[src/tkis_pkg.sv]
// package for the top-k insertion selector: payload types, constants, key compare
package tkis_pkg;

    // default capacity of the cell row and default keep count after reset
    localparam int MaxKeepDefault = 16;
    localparam logic [4:0] KeepCountReset = 5'd10;

    // request function codes
    localparam logic FuncOffer = 1'b0;
    localparam logic FuncRead  = 1'b1;

    // one request
    typedef struct packed {
        logic        func;
        logic [11:0] birth_year;
        logic [63:0] name_key;
        logic [15:0] record_ref;
        logic [3:0]  slot;
    } t_req;

    // one result
    typedef struct packed {
        logic        accepted;
        logic [3:0]  place;
        logic        slot_valid;
        logic [11:0] out_year;
        logic [63:0] out_name_key;
        logic [15:0] out_ref;
    } t_rsp;

    // one kept record
    typedef struct packed {
        logic [11:0] year;
        logic [63:0] name;
        logic [15:0] id;
    } t_entry;

    // per-cell control from the row controller
    typedef struct packed {
        logic offer;      // an offer request fires this cycle
        logic active;     // cell index below the effective fill
        logic at_fill;    // cell index equals the effective fill
        logic upto_fill;  // cell index at or below the effective fill
        logic in_range;   // cell index below the effective keep count
    } t_cell_ctl;

    // composite key compare: year first, then name key
    function automatic logic key_less(input t_entry a, input t_entry b);
        key_less = (a.year < b.year) || ((a.year == b.year) && (a.name < b.name));
    endfunction

endpackage

[src/tkis_cell.sv]
// one cell of the sorted row: holds a record, compares it, loads or shifts
module tkis_cell (
    input  logic               i_clk,
    input  tkis_pkg::t_cell_ctl i_ctl,
    input  tkis_pkg::t_entry    i_new,
    input  logic               i_prev_less,
    input  tkis_pkg::t_entry    i_prev_entry,
    output logic               o_less,
    output logic               o_take_new,
    output tkis_pkg::t_entry    o_entry
);

    tkis_pkg::t_entry r_entry;
    tkis_pkg::t_entry n_entry;
    logic             shift;

    // new key sorts strictly before this cell's key
    assign o_less = i_ctl.active && tkis_pkg::key_less(i_new, r_entry);

    // first cell that is greater, or the free cell at the end of the list
    assign o_take_new = i_ctl.offer && !i_prev_less &&
                        (o_less || (i_ctl.at_fill && i_ctl.in_range));

    // cells above the insertion point move up by one
    assign shift = i_ctl.offer && i_prev_less && i_ctl.upto_fill && i_ctl.in_range;

    // next record
    always_comb begin
        n_entry = r_entry;
        if (o_take_new) begin
            n_entry = i_new;
        end else if (shift) begin
            n_entry = i_prev_entry;
        end
    end

    always_ff @(posedge i_clk) begin
        r_entry <= n_entry;
    end

    assign o_entry = r_entry;

endmodule

[src/top_k_insertion_selector.sv]
// top level of the top-k insertion selector: row control, cells, read mux, result register
//
//  channel   signals                     handshake
//  request   start, busy, i_req          taken when start is high and busy low
//  result    o_valid, o_rsp              one-cycle strobe, always taken
//  config    i_cfg_we, i_cfg_wdata       keep_count written when i_cfg_we is high
//
// one request per cycle; the result is registered and appears in the cycle after the request is taken.
// every cell compares the offered key in parallel, so the whole row shifts together when the offer is taken.
// busy stays low; a request may follow its predecessor in the next cycle.
// reset empties the list and sets keep_count to 10; kept record contents are not cleared.
module top_k_insertion_selector #(
    parameter int MAX_KEEP = tkis_pkg::MaxKeepDefault
) (
    input  logic          i_clk,
    input  logic          i_rst_n,
    input  logic          start,
    output logic          busy,
    input  tkis_pkg::t_req i_req,
    output logic          o_valid,
    output tkis_pkg::t_rsp o_rsp,
    input  logic          i_cfg_we,
    input  logic [4:0]    i_cfg_wdata
);

    localparam int IdxW  = (MAX_KEEP > 1) ? $clog2(MAX_KEEP) : 1;
    localparam int FillW = $clog2(MAX_KEEP + 1);
    localparam int CmpW  = (FillW > 5) ? FillW : 5;
    localparam int PlW   = (IdxW > 4) ? IdxW : 4;

    logic [4:0]       r_keep_count;
    logic [FillW-1:0] r_fill_count;
    logic [FillW-1:0] n_fill_count;
    logic             r_valid;
    tkis_pkg::t_rsp   r_rsp;
    tkis_pkg::t_rsp   n_rsp;

    logic [CmpW-1:0]  keep_ext;
    logic [CmpW-1:0]  fill_ext;
    logic [CmpW-1:0]  k_eff;
    logic [CmpW-1:0]  fill_eff;
    logic [CmpW-1:0]  slot_ext;
    logic [PlW-1:0]   slot_pl;
    logic [IdxW-1:0]  rd_idx;
    logic [IdxW-1:0]  pos;
    logic [PlW-1:0]   pos_ext;
    logic             fire;
    logic             offer;
    logic             accept;

    tkis_pkg::t_entry    new_entry;
    tkis_pkg::t_cell_ctl ctl  [MAX_KEEP];
    tkis_pkg::t_entry    ent  [MAX_KEEP];
    logic [MAX_KEEP-1:0] less;
    logic [MAX_KEEP-1:0] take_new;

    assign busy  = 1'b0;
    assign fire  = start && !busy;
    assign offer = fire && (i_req.func == tkis_pkg::FuncOffer);

    assign new_entry.year = i_req.birth_year;
    assign new_entry.name = i_req.name_key;
    assign new_entry.id   = i_req.record_ref;

    // effective keep count saturated into 1..MAX_KEEP, effective fill at or below it
    always_comb begin
        keep_ext = CmpW'(r_keep_count);
        fill_ext = CmpW'(r_fill_count);
        if (keep_ext == '0) begin
            k_eff = CmpW'(1);
        end else if (keep_ext > CmpW'(MAX_KEEP)) begin
            k_eff = CmpW'(MAX_KEEP);
        end else begin
            k_eff = keep_ext;
        end
        fill_eff = (fill_ext < k_eff) ? fill_ext : k_eff;
    end

    // per-cell control flags
    always_comb begin
        for (int j = 0; j < MAX_KEEP; j++) begin
            ctl[j].offer     = offer;
            ctl[j].active    = CmpW'(j) < fill_eff;
            ctl[j].at_fill   = CmpW'(j) == fill_eff;
            ctl[j].upto_fill = CmpW'(j) <= fill_eff;
            ctl[j].in_range  = CmpW'(j) < k_eff;
        end
    end

    // row of cells, each fed by its left neighbor
    for (genvar g = 0; g < MAX_KEEP; g++) begin : g_cell
        if (g == 0) begin : g_first
            tkis_cell u_cell (
                .i_clk        (i_clk),
                .i_ctl        (ctl[g]),
                .i_new        (new_entry),
                .i_prev_less  (1'b0),
                .i_prev_entry (new_entry),
                .o_less       (less[g]),
                .o_take_new   (take_new[g]),
                .o_entry      (ent[g])
            );
        end else begin : g_rest
            tkis_cell u_cell (
                .i_clk        (i_clk),
                .i_ctl        (ctl[g]),
                .i_new        (new_entry),
                .i_prev_less  (less[g-1]),
                .i_prev_entry (ent[g-1]),
                .o_less       (less[g]),
                .o_take_new   (take_new[g]),
                .o_entry      (ent[g])
            );
        end
    end

    // insertion place from the one cell that loads the new record
    assign accept = |take_new;
    always_comb begin
        pos = '0;
        for (int j = 0; j < MAX_KEEP; j++) begin
            if (take_new[j]) begin
                pos = pos | IdxW'(j);
            end
        end
    end
    assign pos_ext = PlW'(pos);

    // fill count update
    always_comb begin
        n_fill_count = r_fill_count;
        if (accept) begin
            if (fill_eff < k_eff) begin
                n_fill_count = FillW'(fill_eff + CmpW'(1));
            end else begin
                n_fill_count = FillW'(k_eff);
            end
        end
    end

    // read index and result assembly
    assign slot_ext = CmpW'(i_req.slot);
    assign slot_pl  = PlW'(i_req.slot);
    assign rd_idx   = slot_pl[IdxW-1:0];

    always_comb begin
        n_rsp = '0;
        if (i_req.func == tkis_pkg::FuncRead) begin
            if ((slot_ext < fill_eff) && (slot_ext < CmpW'(MAX_KEEP))) begin
                n_rsp.slot_valid   = 1'b1;
                n_rsp.out_year     = ent[rd_idx].year;
                n_rsp.out_name_key = ent[rd_idx].name;
                n_rsp.out_ref      = ent[rd_idx].id;
            end
        end else begin
            n_rsp.accepted = accept;
            n_rsp.place    = accept ? pos_ext[3:0] : 4'd0;
        end
    end

    // control registers
    always_ff @(posedge i_clk) begin
        if (!i_rst_n) begin
            r_keep_count <= tkis_pkg::KeepCountReset;
            r_fill_count <= '0;
            r_valid      <= 1'b0;
        end else begin
            if (i_cfg_we) begin
                r_keep_count <= i_cfg_wdata;
            end
            r_fill_count <= n_fill_count;
            r_valid      <= fire;
        end
    end

    // result payload
    always_ff @(posedge i_clk) begin
        if (fire) begin
            r_rsp <= n_rsp;
        end
    end

    assign o_valid = r_valid;
    assign o_rsp   = r_rsp;

endmodule

[config.mk]
export PLATFORM = sky130hd
export DESIGN_NAME = top_k_insertion_selector
export DESIGN_NICKNAME = d
export VERILOG_FILES = /design/src/tkis_pkg.sv /design/src/tkis_cell.sv /design/src/top_k_insertion_selector.sv
export SDC_FILE = /design/constraint.sdc
export NUM_CORES = 2
export LEC_CHECK = 0
export BUFFER_PORTS_ARGS = -buffer_cell sky130_fd_sc_hd__buf_2
export CORE_MARGIN = 2
export CORE_UTILIZATION = 52
export CTS_CLUSTER_DIAMETER = 30
export DETAILED_ROUTE_END_ITERATION = 12
export GPL_TIMING_DRIVEN = 0
export PLACE_DENSITY = 0.65
export SLEW_MARGIN = 5
export SYNTH_ARGS = -nofsm -noshare
export SYNTH_HDL_FRONTEND = slang
export SYNTH_SLANG_ARGS = --single-unit
[constraint.sdc]
create_clock -name i_clk -period 12.1 [get_ports i_clk]
set_input_delay 1.21 -clock i_clk [delete_from_list [all_inputs] [get_ports i_clk]]
set_output_delay 1.21 -clock i_clk [all_outputs]
set_load 0.1 [all_outputs]
# Word-level counts from Yosys, hierarchy flattened
# Index checks and enable logic that the tools add are counted.
dict set report word_totals {
  wordCells 423
  register_bits 1581
  mem_bits_ro 0
  ram_bits 0
  latchBits 0
  output_inout_bits 100
  in_bits 106
  n_memories 0
}
dict set report classes {
  eq_ne 31
  shifts 0
  n_lt_le_gt_ge 85
  addsub 1
  bitwise 3
  n_mul 0
  n_reduce_logical 193
  n_div 0
  n_mux 53
}
# operator count
set ops {}
lappend ops {{$mux 92} 32}
lappend ops {{$lt 64x64->1} 16}
lappend ops {{$bmux 92 s4} 1}
lappend ops {{$eq 12x12->1} 16}
lappend ops {{$lt 12x12->1} 16}
lappend ops {{$logic_and 1x1->1} 126}
lappend ops {{$mux 93} 1}
lappend ops {{$lt 4x5->1 const A} 16}
lappend ops {{$eq 4x5->1 const A} 8}
lappend ops {{$le 4x5->1 const A} 8}
lappend ops {{$lt 3x5->1 const A} 8}
lappend ops {{$logic_or 1x1->1} 32}
lappend ops {{$mux 4} 8}
lappend ops {{$reduce_bool 2->1} 15}
lappend ops {{$eq 3x5->1 const A} 4}
lappend ops {{$le 3x5->1 const A} 4}
lappend ops {{$lt 1x5->1 const A} 4}
lappend ops {{$lt 2x5->1 const A} 4}
lappend ops {{$mux 5} 4}
lappend ops {{$reduce_or 16->1} 1}
lappend ops {{$logic_not 1->1} 15}
lappend ops {{$mux 3} 4}
lappend ops {{$eq 2x5->1 const A} 2}
lappend ops {{$le 2x5->1 const A} 2}
lappend ops {{15 further kinds} 19}

# Longest topological paths before layout
dict set report logic_depth {
  ltp_word 25
  ltp_mapped 21
  ltp_nobuf 17
}

# Cells and area by module
# From an unflattened synthesis, not the netlist that was laid out.
dict set report unflattened {
  cells_unflattened 8598
  hier_area_um2 116688.2
}
# mod cells_per_inst seq_area_each_um2 instances area_per_inst_um2
set modules_own_cells {}
lappend modules_own_cells {tkis_cell 476 2762.6 16 6308.6}
lappend modules_own_cells {top_k_insertion_selector 982 3163.0 1 15751.4}

# Least setup slack after synthesis
# OpenSTA, ideal clock, no wires.
dict set report synth_path {
  kind {input to register}
  start {in i_req[84] (netlist name)}
  end {reg g_cell[15].g_rest.u_cell.r_entry, in the netlist g_cell[15].g_rest.u_cell.o_entry[0] (enable)}
  setup_slack_ns 1.143
  setup_ns 0.708
  required_ns 11.392
  path_buffers 1
  arrival_time_ns 10.249
  stages 10
  path_cell_list {inv_1 -> clkbuf_1 -> ha_1 -> nor2b_1 -> o21a_1 -> o21ai_0 -> nand2b_1 -> a221oi_1 -> a31oi_1 -> a311oi_1}
}
dict set report synth_between {
  elab_chain_len 8
  elab_cells_between_ends 18
  cone_classes {2 x order compare; 2 x eq/ne; 14 x reduce/logical}
}
# element line
set synth_rtl {}
lappend synth_rtl {{from (decl)} top_k_insertion_selector.sv:19} ;# input tkis_pkg::t_req i_req,
lappend synth_rtl {{parallel branches: the longest is 7 deep, another holds $lt 12x12->1} -}
lappend synth_rtl {{$reduce_bool 2->1 (no source line) (*)} -}
lappend synth_rtl {{to (signal assigned)} tkis_cell.sv:38} ;# r_entry <= n_entry;
lappend synth_rtl {{to (decl)} tkis_cell.sv:13} ;# tkis_pkg::t_entry r_entry;
# Mark *: on every way between the ends.
# A chain may end at the register's enable or synchronous reset.

# Final worst setup path
dict set report layout_path {
  start {in i_req[67] (netlist name)}
  end {reg g_cell[12].g_rest.u_cell.r_entry, in the netlist g_cell[12].g_rest.u_cell.o_entry[54] (enable)}
}
dict set report layout_between {
  elab_chain_len 8
  elab_cells_between_ends 16
  cone_classes {2 x order compare; 14 x reduce/logical}
}
# element line
set layout_rtl {}
lappend layout_rtl {{$lt 64x64->1} tkis_pkg.sv:49} ;# key_less = (a.year < b.year) || ((a.year == b.year) && (a.name < b.name));
lappend layout_rtl {{$logic_and 1x1->1} tkis_pkg.sv:49}
lappend layout_rtl {{$logic_or 1x1->1} tkis_pkg.sv:49}
lappend layout_rtl {{$logic_and 1x1->1} tkis_cell.sv:18} ;# assign o_less = i_ctl.active && tkis_pkg::key_less(i_new, r_entry);
lappend layout_rtl {{$logic_and 1x1->1 or $logic_not 1->1 (tied branches)} {tkis_cell.sv:25, tkis_cell.sv:21}}
lappend layout_rtl {{$logic_and 1x1->1, on equally long branches (2 in a row)} {tkis_cell.sv:25, tkis_cell.sv:21}}
lappend layout_rtl {{$reduce_bool 2->1 (no source line) (*)} -}
lappend layout_rtl {{to (signal assigned)} tkis_cell.sv:38}
lappend layout_rtl {{to (decl)} tkis_cell.sv:13}
# Every way passes the cells marked *; elsewhere a longest branch is shown, timed or not.

==> flow_metrics.py <==
metrics = {
    "status": {
        "status": "finished with violations",
        "violations": "capacitance limit, slew limit",
    },
    "timing": {
        "setup_violations": 0,
        "fin_skew_ns": 0.0723,
        "rsz0062_at_grt": "false",
        "timing.final.crit_share_pct": 69.4,
        "slew_headroom_pct": -1.15,
        "fmax_mhz": 119,
        "hold-worst-slack_ns": 0.496,
        "slew_violations": 7,
        "setup_tns_ns": 0,
        "tightest_slew_ns": 1.51,
        "timing.final.ws_setup_ns": 3.71,
        "hold_viol": 0,
        "fin_crit_ns": 8.39,
    },
    "power": {
        "power_density_nw_per_um2": 214,
        "seqPwrFrac_pct": 29.5,
        "ir_worst_vdd_mv": 0.165,
        "p_leak_nw": 52.2,
        "swShare_pct": 32.9,
        "p_int_mw": 18.4,
        "p_sw_mw": 8.99,
        "combPwrFrac_pct": 26.8,
        "pwr-share-clk_pct": 43.8,
        "finalPower_mw": 27.3,
    },
    "cells_and_area": {
        "areaGrowthSynthToFinish_pct": 20.6,
        "stdcell_area_um2": 128000,
        "drive_gt1_share_pct": 21.9,
        "layout_common_cells": "edfxtp_1 (1570), inv_1 (1213), ha_1 (1212), nand2_1 (1047), o21ai_0 (864)",
        "final_util_pct": 63.1,
        "num-nets-final": 11300,
        "layout_commonest_cell": "edfxtp_1",
        "fin_cells": 13000,
    },
    "clocking": {
        "cts_resized": 0,
        "clock_latency_ns": 1.02,
        "cts-buffers-inserted": 431,
        "h-tree-depth": 5,
        "clockRootBuffer": "clkbuf_16",
        "clk_pin_slew_worst_paths_ns": 0.05,
        "cts.path.max_buffers": 4,
        "clkSinkCount": 1581,
        "cts_tree": "built",
        "postCtsHoldBufs": 0,
        "post_cts_buffers": 0,
    },
    "drt": {
        "routedWlPerCell_um": 31.1,
        "post_drt_via_cell_ratio": 6.47,
        "drc": 0,
        "ant_nets": 0,
        "dr.pass1.iters": 6,
        "drt-total-wl_mm": 404,
        "vias": 84200,
        "drtIter0Drc": 10900,
    },
    "job": {
        "maxCapViolCount": 1,
    },
    "floorplan": {
        "die_h_um": 455,
        "dieArea_um2": 207000,
        "die_x_um": 455,
        "core_area_um2": 202000,
        "rows": 165,
        "ios": 206,
        "start_util_pct": 52.3,
    },
    "synth": {
        "ys_seq_elements": 1581,
        "syn_avg_cell_area_um2": 11.5,
        "synth-edff-count": 1570,
        "synth_nets": 10500,
        "ys.warnings.count": 0,
        "yosys_most_used_dff": "edfxtp_1",
        "synth-seq-area-share_pct": 44.8,
        "syn_inst": 9228,
        "async_reset_ff_share_pct": 0,
        "yosysUniqueCellTypes": 92,
        "synth_area_um2": 106000,
    },
    "place": {
        "placedCellCount": 12200,
        "hpwl_mm": 307,
        "io_buffers": 202,
        "gp_congestion": 0.978,
        "dpl_cell_area_um2": 112000,
        "place_ws_ns": 3.17,
    },
    "global_route": {
        "overflow": 0,
        "antenna_found_initial": 38,
        "grt_pass1_wl_mm": 574,
        "grt_pass1_vias": 82500,
        "grt_use_total_pct": 38.5,
        "grt_max_degree": 54,
    },
    "critical_path": {
        "crit_fanout": 24,
        "cp.required_ns": 12.81,
        "cp-start-kind": "primary input",
        "worstSetupPathType": "primary input to flip-flop",
        "end_kind": "flip-flop",
        "critical_path_arrival_ns": 9.10,
    },
    "min_path": {
        "hold_class": "primary input to flip-flop",
    },
}
==> flip-flops by register name (all words and copies together), names as in the netlist <==
signal / count
keep_ext: 5
fill_ext: 5
g_cell.g_first.u_cell.o_entry: 92
g_cell.g_rest.u_cell.o_entry: 1380
o_rsp: 98
o_valid: 1
==> power groups by stage <==
stage / clock network [mW] / registers, mW / logic, mW
after floorplan: 0 / 8.49 / 3.89
after global placement: 0 / 8.40 / 6.53
after detailed placement: 0 / 8.10 / 7.08
after CTS: 12.0 / 8.03 / 7.14
after global routing: 12.3 / 8.12 / 7.73
final: 12.0 / 8.06 / 7.32
==> cells by family (layout without fill, tap and decap cells) <==
group	count (synthesis)	in the layout	synth area share (%)
multiplexers	1128	1128	16.9
AND/OR/NAND/NOR	1840	1840	8.05
adder cells (fa/ha/maj)	1213	1213	14.3
other	1	26	0.00354
flip-flops	1581	1581	44.8
buffers and inverters	1672	2761	5.99
XOR/XNOR	3	3	0.0248
AO/OA/AOI/OAI	1790	1790	9.95
==> worst paths after layout <==
path / start / endpoint / slack (ns) / depth (start not counted)
hold / removal: i_req[4] / g_cell[0].g_first.u_cell.o_entry[0] / 0.50 / 1
setup / recovery: i_req[67] / g_cell[12].g_rest.u_cell.o_entry[54] / 3.71 / 15
hold reg to reg: g_cell[6].g_rest.u_cell.o_entry[4] / g_cell[7].g_rest.u_cell.o_entry[4] / 0.54 / 2
setup reg to reg: g_cell[12].g_rest.u_cell.o_entry[63] / g_cell[12].g_rest.u_cell.o_entry[54] / 4.06 / 15
==> worst max-delay path, cell delays in order <==
cell,delay (ns)
buf_2,0.53
ha_1,0.27
nand4_1,0.26
nor4_1,1.09
nand3_1,0.39
a31oi_1,0.69
nor4_1,0.29
nor4b_1,0.64
o32ai_1,0.19
nand3_1,0.75
clkbuf_2,0.80
clkbuf_1,0.87
o21ai_4,0.50
buf_12,0.33
buf_12,0.18
==> routing by layer <==
metal / up-vias / GRT usage, % / share of wire, %
met5: - / 0 / 0.046
met4: 26 / 21.7 / 6.3
met3: 986 / 10.8 / 12
met2: 5408 / 57.2 / 44
met1: 41800 / 50.7 / 38
li1: 36000 / - / -
==> area by class of cell <==
type	instances	area, um^2
fill	15600	74700
multi-input combinational	5975	52400
sequential	1581	47400
clock buffer	461	11000
inverter	1216	4570
clock inverter	324	4050
tap	2672	3340
timing repair buffer	304	2990
buffer	456	1810
antenna	25	62.6
==> cells in the mapped netlist (23+ instances only) <==
master       n  area, um^2
o211ai_1    28         210
nor2_1     145         544
edfxtp_1  1570       47100
nor2b_1    145         907
o21ai_0    867        4340
a211oi_1    53         398
nand2_1   1048        3930
clkbuf_1   377        1420
nand3_1     81         405
a21oi_1    400        2000
mux4_2     460       10400
mux2_2     655        7380
nand2b_1    27         169
buf_2       35         175
a21o_1     185        1390
nor4_1      36         225
nand4_1    224        1400
o21a_1      43         323
inv_1     1214        4560
ha_1      1212       15200
buf_1       41         154
and4_1      23         201
nor3_1      44         220
No activity file was read; power rests on OpenSTA's default activity.
